File: src/rtl/iis_pkg.sv
package iis_pkg;

  // field widths of one transaction
  localparam int unsigned WordW  = 32;
  localparam int unsigned PosW   = 8;
  localparam int unsigned CountW = 7;

  // default number of entries
  localparam int unsigned Depth = 64;

  // read value for a get outside the held entries
  localparam logic [WordW-1:0] MostNegative = {1'b1, {(WordW-1){1'b0}}};

  // operation codes
  typedef enum logic [1:0] {
    FUNC_PUSH = 2'd0,
    FUNC_POP  = 2'd1,
    FUNC_GET  = 2'd2,
    FUNC_PUT  = 2'd3
  } func_e;

  // per-cell control from the insert decoder
  typedef struct packed {
    logic load;   // take the inserted word
    logic shift;  // take the word of the cell below
  } cell_ctl_t;

endpackage

File: src/rtl/iis_ifs.sv
// input channel: one operation per transaction
interface iis_in_if;
  logic                              valid;
  logic                              ready;
  logic [1:0]                        func;
  logic signed [iis_pkg::WordW-1:0]  value;
  logic signed [iis_pkg::PosW-1:0]   position;

  modport source (output valid, func, value, position, input ready);
  modport sink (input valid, func, value, position, output ready);
endinterface

// output channel: one result per transaction
interface iis_out_if;
  logic                              valid;
  logic                              ready;
  logic signed [iis_pkg::WordW-1:0]  read_value;
  logic                              ok;
  logic [iis_pkg::CountW-1:0]        count;

  modport source (output valid, read_value, ok, count, input ready);
  modport sink (input valid, read_value, ok, count, output ready);
endinterface

File: src/rtl/iis_cell.sv
module iis_cell (
  input  logic                     clk_i,
  input  iis_pkg::cell_ctl_t       ctl_i,
  input  logic [iis_pkg::WordW-1:0] word_i,
  input  logic [iis_pkg::WordW-1:0] prev_i,
  output logic [iis_pkg::WordW-1:0] word_o
);

  logic [iis_pkg::WordW-1:0] word_q;

  // load the new word at the insert point, shift up above it
  always_ff @(posedge clk_i) begin
    if (ctl_i.load) begin
      word_q <= word_i;
    end else if (ctl_i.shift) begin
      word_q <= prev_i;
    end
  end

  assign word_o = word_q;

endmodule

File: src/rtl/indexed_insert_stack.sv
// Stack of DEPTH signed 32-bit words held in a row of register cells, bottom
// at position 0. Operations are push, pop, get (read at a position) and put
// (insert at a position, entries at and above it move up by one; a position
// past the top appends). Every transaction yields one result: all cells
// shift in the same clock, and a get reads through one DEPTH-to-1
// multiplexer into the result register. A new transaction is taken each
// cycle while the result register is empty or being drained.
// Refused operations (pop when empty, push or put when full, put or get at a
// negative position, get at or above the top) leave the stack unchanged and
// return ok low; a refused get returns the most negative word. The count
// field reports the entries held after the operation, modulo 128.
module indexed_insert_stack #(
  parameter int unsigned DEPTH = iis_pkg::Depth
) (
  input  logic       clk_i,
  input  logic       rst_ni,
  iis_in_if.sink     in_i,
  iis_out_if.source  out_o
);

  localparam int unsigned CntW = $clog2(DEPTH + 1);
  localparam int unsigned IdxW = (DEPTH > 1) ? $clog2(DEPTH) : 1;
  localparam int unsigned CmpW = (CntW > iis_pkg::PosW - 1) ? CntW : iis_pkg::PosW - 1;

  logic [CntW-1:0]            cnt_q, cnt_d;
  logic                       out_valid_q;
  logic [iis_pkg::WordW-1:0]  rd_q, rd_d;
  logic                       ok_q, ok_d;
  logic [iis_pkg::CountW-1:0] cnt_out_q;

  logic                       in_acc;
  logic                       full, empty, pos_neg;
  logic [CmpW-1:0]            pos_ext, cnt_ext;
  logic                       ins_ok, pop_ok, get_ok;
  logic [CntW-1:0]            ins_pos;
  iis_pkg::func_e             func;

  logic [iis_pkg::WordW-1:0]  cell_word [DEPTH];
  iis_pkg::cell_ctl_t         cell_ctl [DEPTH];

  // handshake
  assign in_i.ready = !out_valid_q || out_o.ready;
  assign in_acc     = in_i.valid && in_i.ready;

  // operand decode
  assign func    = iis_pkg::func_e'(in_i.func);
  assign full    = (cnt_q == CntW'(DEPTH));
  assign empty   = (cnt_q == '0);
  assign pos_neg = in_i.position[iis_pkg::PosW-1];
  assign pos_ext = CmpW'(in_i.position[iis_pkg::PosW-2:0]);
  assign cnt_ext = CmpW'(cnt_q);

  always_comb begin
    ins_ok  = 1'b0;
    pop_ok  = 1'b0;
    get_ok  = 1'b0;
    ins_pos = cnt_q;
    case (func)
      iis_pkg::FUNC_PUSH: begin
        ins_ok = !full;
      end
      iis_pkg::FUNC_POP: begin
        pop_ok = !empty;
      end
      iis_pkg::FUNC_GET: begin
        get_ok = !pos_neg && (pos_ext < cnt_ext);
      end
      iis_pkg::FUNC_PUT: begin
        ins_ok = !pos_neg && !full;
        if (pos_ext < cnt_ext) begin
          ins_pos = pos_ext[CntW-1:0];
        end
      end
      default: begin
        ins_ok = 1'b0;
      end
    endcase
  end

  // cell row
  for (genvar i = 0; i < DEPTH; i++) begin : g_cell
    assign cell_ctl[i].load  = in_acc && ins_ok && (ins_pos == CntW'(i));
    assign cell_ctl[i].shift = in_acc && ins_ok && (ins_pos < CntW'(i));

    if (i == 0) begin : g_bottom
      iis_cell u_cell (
        .clk_i  (clk_i),
        .ctl_i  (cell_ctl[i]),
        .word_i (in_i.value),
        .prev_i ('0),
        .word_o (cell_word[i])
      );
    end else begin : g_upper
      iis_cell u_cell (
        .clk_i  (clk_i),
        .ctl_i  (cell_ctl[i]),
        .word_i (in_i.value),
        .prev_i (cell_word[i-1]),
        .word_o (cell_word[i])
      );
    end
  end

  // next count and result
  always_comb begin
    cnt_d = cnt_q;
    if (in_acc && ins_ok) begin
      cnt_d = cnt_q + CntW'(1);
    end else if (in_acc && pop_ok) begin
      cnt_d = cnt_q - CntW'(1);
    end
    ok_d = ins_ok || pop_ok || get_ok;
    rd_d = '0;
    if (get_ok) begin
      rd_d = cell_word[pos_ext[IdxW-1:0]];
    end else if (func == iis_pkg::FUNC_GET) begin
      rd_d = iis_pkg::MostNegative;
    end
  end

  // control state
  always_ff @(posedge clk_i or negedge rst_ni) begin
    if (!rst_ni) begin
      cnt_q       <= '0;
      out_valid_q <= 1'b0;
    end else begin
      cnt_q <= cnt_d;
      if (in_acc) begin
        out_valid_q <= 1'b1;
      end else if (out_o.ready) begin
        out_valid_q <= 1'b0;
      end
    end
  end

  // result register
  always_ff @(posedge clk_i) begin
    if (in_acc) begin
      rd_q      <= rd_d;
      ok_q      <= ok_d;
      cnt_out_q <= iis_pkg::CountW'(cnt_d);
    end
  end

  assign out_o.valid      = out_valid_q;
  assign out_o.read_value = rd_q;
  assign out_o.ok         = ok_q;
  assign out_o.count      = cnt_out_q;

  // checks
  a_cnt_bound: assert property (@(posedge clk_i) disable iff (!rst_ni)
    cnt_q <= CntW'(DEPTH))
    else $error("entry count above depth");

  a_ins_count: assert property (@(posedge clk_i) disable iff (!rst_ni)
    (in_acc && ins_ok) |=> (cnt_q == $past(cnt_q) + CntW'(1)))
    else $error("insert did not grow the count");

  a_pop_count: assert property (@(posedge clk_i) disable iff (!rst_ni)
    (in_acc && pop_ok) |=> (cnt_q == $past(cnt_q) - CntW'(1)))
    else $error("pop did not shrink the count");

  a_idle_count: assert property (@(posedge clk_i) disable iff (!rst_ni)
    !in_acc |=> $stable(cnt_q))
    else $error("count changed without a transaction");

  a_one_load: assert property (@(posedge clk_i) disable iff (!rst_ni)
    (in_acc && ins_ok && ins_pos < CntW'(DEPTH)) |-> (cell_ctl[0].load || cell_ctl[0].shift
      || ins_pos != '0))
    else $error("insert at bottom not loaded");

endmodule

File: src/flat_wrapper.sv
// flat-port wrapper written by rule: the top's interface ports become plain ports
module indexed_insert_stack_flat 
#(
  parameter int unsigned DEPTH = iis_pkg::Depth
)
  (clk_i, rst_ni, in_i_valid, in_i_func, in_i_value, in_i_position, in_i_ready, out_o_valid, out_o_read_value, out_o_ok, out_o_count, out_o_ready);
  iis_in_if in_i_i ();
  iis_out_if out_o_i ();
  input  logic clk_i;
  input  logic rst_ni;
  input wire logic [$bits(in_i_i.valid)-1:0] in_i_valid;
  input wire logic [$bits(in_i_i.func)-1:0] in_i_func;
  input wire logic [$bits(in_i_i.value)-1:0] in_i_value;
  input wire logic [$bits(in_i_i.position)-1:0] in_i_position;
  output wire logic [$bits(in_i_i.ready)-1:0] in_i_ready;
  output wire logic [$bits(out_o_i.valid)-1:0] out_o_valid;
  output wire logic [$bits(out_o_i.read_value)-1:0] out_o_read_value;
  output wire logic [$bits(out_o_i.ok)-1:0] out_o_ok;
  output wire logic [$bits(out_o_i.count)-1:0] out_o_count;
  input wire logic [$bits(out_o_i.ready)-1:0] out_o_ready;
  assign in_i_i.valid = in_i_valid;
  assign in_i_i.func = in_i_func;
  assign in_i_i.value = in_i_value;
  assign in_i_i.position = in_i_position;
  assign in_i_ready = in_i_i.ready;
  assign out_o_valid = out_o_i.valid;
  assign out_o_read_value = out_o_i.read_value;
  assign out_o_ok = out_o_i.ok;
  assign out_o_count = out_o_i.count;
  assign out_o_i.ready = out_o_ready;
  indexed_insert_stack #(.DEPTH(DEPTH)) u_core (.clk_i(clk_i), .rst_ni(rst_ni), .in_i(in_i_i), .out_o(out_o_i));
endmodule
File: config.mk
export PLATFORM = sky130hd
export DESIGN_NAME = indexed_insert_stack_flat
export DESIGN_NICKNAME = d
export VERILOG_FILES = /design/src/rtl/iis_pkg.sv /design/src/rtl/iis_ifs.sv /design/src/rtl/iis_cell.sv /design/src/rtl/indexed_insert_stack.sv /design/src/flat_wrapper.sv
export SDC_FILE = /design/constraint.sdc
export NUM_CORES = 2
export LEC_CHECK = 0
export BUFFER_PORTS_ARGS = -buffer_cell sky130_fd_sc_hd__buf_4
export CAP_MARGIN = 20
export CORE_MARGIN = 5
export CORE_UTILIZATION = 55
export DETAILED_ROUTE_END_ITERATION = 7
export GPL_TIMING_DRIVEN = 1
export PLACE_DENSITY_LB_ADDON = 0.08
export SLEW_MARGIN = 25
export SYNTH_ARGS = -nofsm -noshare
export SYNTH_HDL_FRONTEND = slang
export SYNTH_SLANG_ARGS = --single-unit
File: constraint.sdc
create_clock -name clk_i -period 8.78 [get_ports clk_i]
set_input_delay 1.756 -clock clk_i [delete_from_list [all_inputs] [get_ports clk_i]]
set_output_delay 1.756 -clock clk_i [all_outputs]
set_load 0.005 [all_outputs]
-- Yosys cells after proc, flatten, opt, wreduce, memory -nomap -nowiden
Cells that the tools add are included.
- register bits: 2096
- bits of input ports: 46
- output and inout port bits: 42
- word-level logic and storage cells: 555
- $add $sub $neg: 2
- order comparisons: 66
- equal/unequal tests: 67
- muxes and demuxes: 142
- bitwise gates (word level): 1
- reductions and logical operators: 208
- operators by type and width (kind ; number):
    two-way mux 32 bit ; 132
    == test 7 x 6 -> 1 bit (second input constant) ; 32
    < comparator 7 x 6 -> 1 bit (second input constant) ; 32
    binary-select mux 32 bit (select 6 bit) ; 1
    logical AND 1 bit ; 133
    nonzero test 2 bit ; 65
    == test 7 x 5 -> 1 bit (second input constant) ; 16
    < comparator 7 x 5 -> 1 bit (second input constant) ; 16
    == test 7 x 4 -> 1 bit (second input constant) ; 8
    < comparator 7 x 4 -> 1 bit (second input constant) ; 8
    == test 7 x 3 -> 1 bit (second input constant) ; 4
    < comparator 7 x 3 -> 1 bit (second input constant) ; 4
    two-way mux 7 bit ; 4
    == test 7 x 2 -> 1 bit (second input constant) ; 2
    logical NOT 7 bit ; 2
    < comparator 7 x 1 -> 1 bit (second input constant) ; 2
    < comparator 7 x 2 -> 1 bit (second input constant) ; 2
    adder 7 x 1 -> 7 bit (second input constant) ; 1
    == test 7 x 1 -> 1 bit (second input constant) ; 1
    == test 7 bit (second input constant) ; 1
    >= comparator 7 bit (second input constant) ; 1
    < comparator 7 bit ; 1
    NOT 6 -> 7 bit ; 1
    subtractor 7 x 1 -> 7 bit (second input constant) ; 1
    7 further kinds ; 16

-- Longest topological paths before layout
- depth in word-level cells: 8
- mapped depth: 13
- depth with buffers taken out: 8

-- Cells and area by module
From an unflattened synthesis, not the netlist that was laid out.
- cells, all modules: 5938
- area total of the unflattened synthesis: 116654.4 um^2
- by module, submodules not included (module ; times used ; cells each ; area an instance (um^2) ; sequential area each (um^2)):
    iis_cell ; 64 ; 69 ; 1507.7 ; 960.9
    indexed_insert_stack ; 1 ; 1522 ; 20161.8 ; 1401.3

-- Worst setup path before layout
Ideal clock, no wire load.
- path kind: input port to flip-flop
- start point: in out_o_ready
- end point: reg u_core.g_cell[54].g_upper.u_cell.word_q, in the netlist u_core.g_cell[54].g_upper.u_cell.word_o[0] (enable)
- setup time: 0.502 ns
- arrival: 7.390 ns
- data required time: 8.278 ns
- path slack: 0.888 ns
- stages on the path: 7
- path buffers: 2
- path through: nand2b_1 -> and2_0 -> and3_1 -> buf_2 -> buf_2 -> o211ai_1 -> nor4bb_1
- word-level cells in the longest chain between the ends: 5
- elaborated cells between the ends (all ways): 6
- those cells by class: reduce/logical (6)
- ends and longest elaborated chain (item ; line ; source):
    start, declared ; flat_wrapper.sv:20 ; input wire logic [$bits(out_o_i.ready)-1:0] out_o_ready;
    logical OR 1 bit * ; indexed_insert_stack.sv:42 ; assign in_i.ready = !out_valid_q || out_o.ready;
    logical AND 1 bit * ; indexed_insert_stack.sv:43 ; assign in_acc = in_i.valid && in_i.ready;
    via u_core.in_acc ; indexed_insert_stack.sv:31 ; logic in_acc;
    logical AND 1 bit * ; indexed_insert_stack.sv:82, indexed_insert_stack.sv:83 ;
    logical AND 1 bit (on tied branches) ; indexed_insert_stack.sv:83, indexed_insert_stack.sv:82 ;
    nonzero test 2 bit (no line) * ; n/a ;
    end signal, assigned ; iis_cell.sv:14 ; word_q <= word_i;
    end signal, assigned ; iis_cell.sv:16 ; word_q <= prev_i;
    end, declared ; iis_cell.sv:9 ; logic [iis_pkg::WordW-1:0] word_q;
Mark *: on every way through the listed nets, which the timed path passes. The rest lies on a longest branch.
A chain may end at the register's enable or synchronous reset.

-- Worst setup path in the final report
- start point: reg u_core.cnt_q[3], in the netlist u_core.cnt_ext[3]
- end point: reg u_core.g_cell[24].g_upper.u_cell.word_q, in the netlist u_core.g_cell[24].g_upper.u_cell.word_o[2] (enable)
- word-level cells in the longest chain between the ends: 7
- elaborated cells between the ends (all ways): 13
- those cells by class: order compare (2); eq/ne (2); mux (3); reduce/logical (6)
- ends and longest elaborated chain (item ; line ; source):
    start, declared ; indexed_insert_stack.sv:25 ; logic [CntW-1:0] cnt_q, cnt_d;
    start signal, assigned ; indexed_insert_stack.sv:127 ; cnt_q <= cnt_d;
    parallel branches: the longest is 6 deep, another holds < comparator 7 bit ; n/a ;
    nonzero test 2 bit (no line) * ; n/a ;
    end signal, assigned ; iis_cell.sv:14 ;
    end signal, assigned ; iis_cell.sv:16 ;
    end, declared ; iis_cell.sv:9 ;
Mark *: on every way between the ends.

==> results_dict.tcl <==
set metrics [dict create \
    async_flop_share_pct 0.382 \
    grt_pass1_wl_um 496000 \
    worst_skew_pair.late_latency_ns 0.87 \
    drv_cap 0 \
    fillerInstances 14129 \
    htreeDepth 4 \
    min_period_ns 5.71 \
    grt_max_degree 139 \
    grt_pass1_vias 61005 \
    slew-limit-headroom_pct 8.73 \
    netlist_area_um2 107000 \
    vdd_drop_max_mv 0.227 \
    area_delta_synth_final_pct 10.3 \
    wire_per_inst_um 41.3 \
    crit_chain "buf_4, clkinv_1, ha_1, nand2_1, nor3_2, a21o_4, a211oi_1, o21ai_0, clkinv_1, buf_4" \
    dieArea_um2 203000 \
    slew_viol_final 0 \
    cpPeakStageDelay_ns 1.01 \
    skew_ns 0.0476 \
    yosysWarningCount 0 \
    drive_above_1_share_pct 52.2 \
    ant_nets 0 \
    crit_type "reg2reg" \
    post_cts_buffers 0 \
    arrival_ns 6.27 \
    power.density_nw_per_um2 201 \
    crit_path_max_fanout 70 \
    min_period_over_period_pct 65.0 \
    num_vias 62434 \
    grt-ovfl-total 0 \
    initial_core_util_pct 55.3 \
    die_width_um 450 \
    path_clk_slew_ns 0.06 \
    via_per_inst 7.21 \
    synthDistinctLibCells 59 \
    hold_viol_final 0 \
    holdPathStages 2 \
    net-switching-power_w 0.00622 \
    fin_nets 5988 \
    pin_count 88 \
    setup_violations 0 \
    required_ns 9.34 \
    synth_ff_type "edfxtp_1" \
    root_buffer "clkbuf_16" \
    first_iter_violations 8387 \
    grt.total_usage_pct 34.8 \
    ff2ff_setup_slack_ns 3.07 \
    antenna_found_initial 40 \
    synth_seq_area_share_pct 59.0 \
    cp-end-kind "flip-flop" \
    ff2ff_path_depth 10 \
    dp_hpwl_um 224000 \
    pwr-share-seq_pct 49.2 \
    r2r-end "u_core.g_cell[24].g_upper.u_cell.word_o[2]" \
    crit_slowest_cell "clkinv_1" \
    synth_nets 6113 \
    fin_util_pct 61.0 \
    cellLeakagePower_nw 37.4 \
    worst_pin_slew_ns 1.37 \
    p_total_w 0.0236 \
    switching_share_pct 26.4 \
    clock_path_buffers 3 \
    tritoncts "yes" \
    routabilityCongestion 1.06 \
    num_rows 161 \
    endpoint "u_core.g_cell[24].g_upper.u_cell.word_o[2]" \
    r2r-start "u_core.cnt_ext[3]" \
    drt-total-wl_um 357000 \
    combPwrFrac_pct 11.9 \
    coreArea_um2 193000 \
    synth-edff-count 2088 \
    setup_tns_ns 0 \
    first_pass_iters 5 \
    fmax_mhz 175 \
    crit_start "u_core.cnt_ext[3]" \
    route.detailed.drc 0 \
    numCtsBuffers 221 \
    intPower_w 0.0174 \
    min_from "u_core.out_o.valid" \
    io_buffers 87 \
    min_path_type "reg2reg" \
    place_area_um2 110000 \
    cts_hold_buf 0 \
    cts_resized 0 \
    design_area_um2 118000 \
    synth-seq-cells 2096 \
    die_h_um 450 \
    status "complete, no violations" \
    worst_setup_path_start_kind "flip-flop" \
    cts_sinks 2096 \
    syn_area_per_cell_um2 17.6 \
    rsz0062_at_grt "no" \
    postSynthCellCount 6054 \
    p_clk_share_pct 38.9 \
]
power by group through the flow:
stage          Clock [W]  Sequential, W  Combinational [W]
2_1_floorplan          0         0.0117            0.00151
3_3_place_gp           0         0.0118            0.00271
3_5_place_dp           0         0.0118            0.00272
4_1_cts          0.00928         0.0116            0.00273
5_1_grt          0.00970         0.0116            0.00287
6_report         0.00918         0.0116            0.00281
worst max-delay path, delay by kind of cell, from the launching register on:
kind / cells / cell delay [ns]
buf+inv: 4 / 2.43
compound gates: 3 / 1.58
fa+ha+maj: 1 / 0.51
simple gates: 2 / 0.44
flops: 1 / 0.33
metrics by stage:
stage               setup WS, ns  hold WS, ns  instances
finish                      3.07        0.541       8663
global route                3.12        0.567       8648
CTS                         3.32        0.537       8639
detailed placement          2.49        0.522       8227
global placement            2.50        0.519       8222
floorplan                  0.888        0.523       6054
layout by cell type (no fill, tap or decap), drive strengths merged, types with 3 or more instances in the layout:
| master | netlist | routed |
|---|---|---|
| nor4 | 25 | 25 |
| a31oi | 6 | 6 |
| dfrtp | 8 | 8 |
| nor2b | 8 | 8 |
| and3b | 4 | 4 |
| clkbuf | 301 | 274 |
| o22ai | 30 | 30 |
| a211oi | 7 | 7 |
| ha | 13 | 13 |
| mux2i | 11 | 11 |
| clkinv | 3 | 121 |
| o211ai | 5 | 5 |
| inv | 77 | 78 |
| clkinvlp | 0 | 4 |
| nor2 | 64 | 64 |
| or2 | 4 | 4 |
| or3 | 14 | 14 |
| nand2b | 11 | 11 |
| or4 | 6 | 6 |
| a21oi | 77 | 77 |
| nand3 | 46 | 46 |
| o21a | 4 | 4 |
| nand2 | 50 | 50 |
| o31ai | 6 | 6 |
| mux4 | 632 | 632 |
| bufinv | 0 | 15 |
| nor3b | 3 | 3 |
| nor3 | 53 | 53 |
| buf | 325 | 278 |
| o21ai | 61 | 61 |
| and2 | 3 | 3 |
| a211o | 3 | 3 |
| nand4 | 19 | 19 |
| and3 | 17 | 17 |
| diode | 0 | 19 |
| mux2 | 2018 | 2018 |
| edfxtp | 2088 | 2088 |
| a221o | 29 | 29 |
| xnor2 | 6 | 6 |
registers in the layout, indices dropped and copies added (netlist names):
register and flops:
u_core.cnt_ext 7, u_core.out_o.ok 1, u_core.out_o.read_value 32, u_core.g_cell.g_bottom.u_cell.word_o 32, u_core.g_cell.g_upper.u_cell.word_o 2016, u_core.out_o.valid 1, u_core.out_o.count 7
cells in the mapped netlist, drive strengths merged (17+ instances only):
| cell type | number | share of area, % |
|---|---|---|
| nor4 | 25 | 0.15 |
| mux4 | 632 | 13 |
| nor3 | 53 | 0.25 |
| nand4 | 19 | 0.11 |
| a21oi | 77 | 0.40 |
| o22ai | 30 | 0.18 |
| nand3 | 46 | 0.22 |
| and3 | 17 | 0.10 |
| a221o | 29 | 0.27 |
| buf | 325 | 1.6 |
| mux2 | 2018 | 21 |
| nor2 | 64 | 0.23 |
| edfxtp | 2088 | 59 |
| nand2 | 50 | 0.18 |
| clkbuf | 301 | 1.1 |
| inv | 77 | 0.27 |
| o21ai | 61 | 0.29 |
worst min-delay path by stage:
stage	end
2_1_floorplan	u_core.g_cell[23].g_upper.u_cell.word_o[15]
3_3_place_gp	u_core.out_o.valid
3_5_place_dp	u_core.out_o.valid
4_1_cts	u_core.out_o.valid
5_1_grt	u_core.g_cell[5].g_upper.u_cell.word_o[18]
6_report	u_core.out_o.valid
cell families after synthesis:
kind of cell,Yosys count,synth area share (%)
buffers and inverters,706,2.93
flip-flops,2096,59.0
XOR/XNOR,6,0.0493
multiplexers,2661,34.8
AO/OA/AOI/OAI,239,1.45
AND/OR/NAND/NOR,333,1.61
adder cells (fa/ha/maj),13,0.153
area by class of cell:
type	count	area (µm²)	area share, %
repair buffers	278	2350	2.00
clock buffers	274	5770	4.91
diodes	19	47.5	0.0404
clock inverters	138	1200	1.02
flip-flops and latches	2096	62900	53.5
multi-input cells	3252	41800	35.6
well taps	2526	3160	2.69
inverters	80	307	0.261
per-layer routing:
layer / track usage (%) / wire length (µm) / up-vias
met2: 52.0 / 162000 / 3672
met5: 0 / 75 / -
met1: 47.9 / 139000 / 33656
li1: - / - / 24439
met4: 16.2 / 18800 / 12
met3: 9.47 / 37100 / 655
No activity file was read; power rests on OpenSTA's default activity.
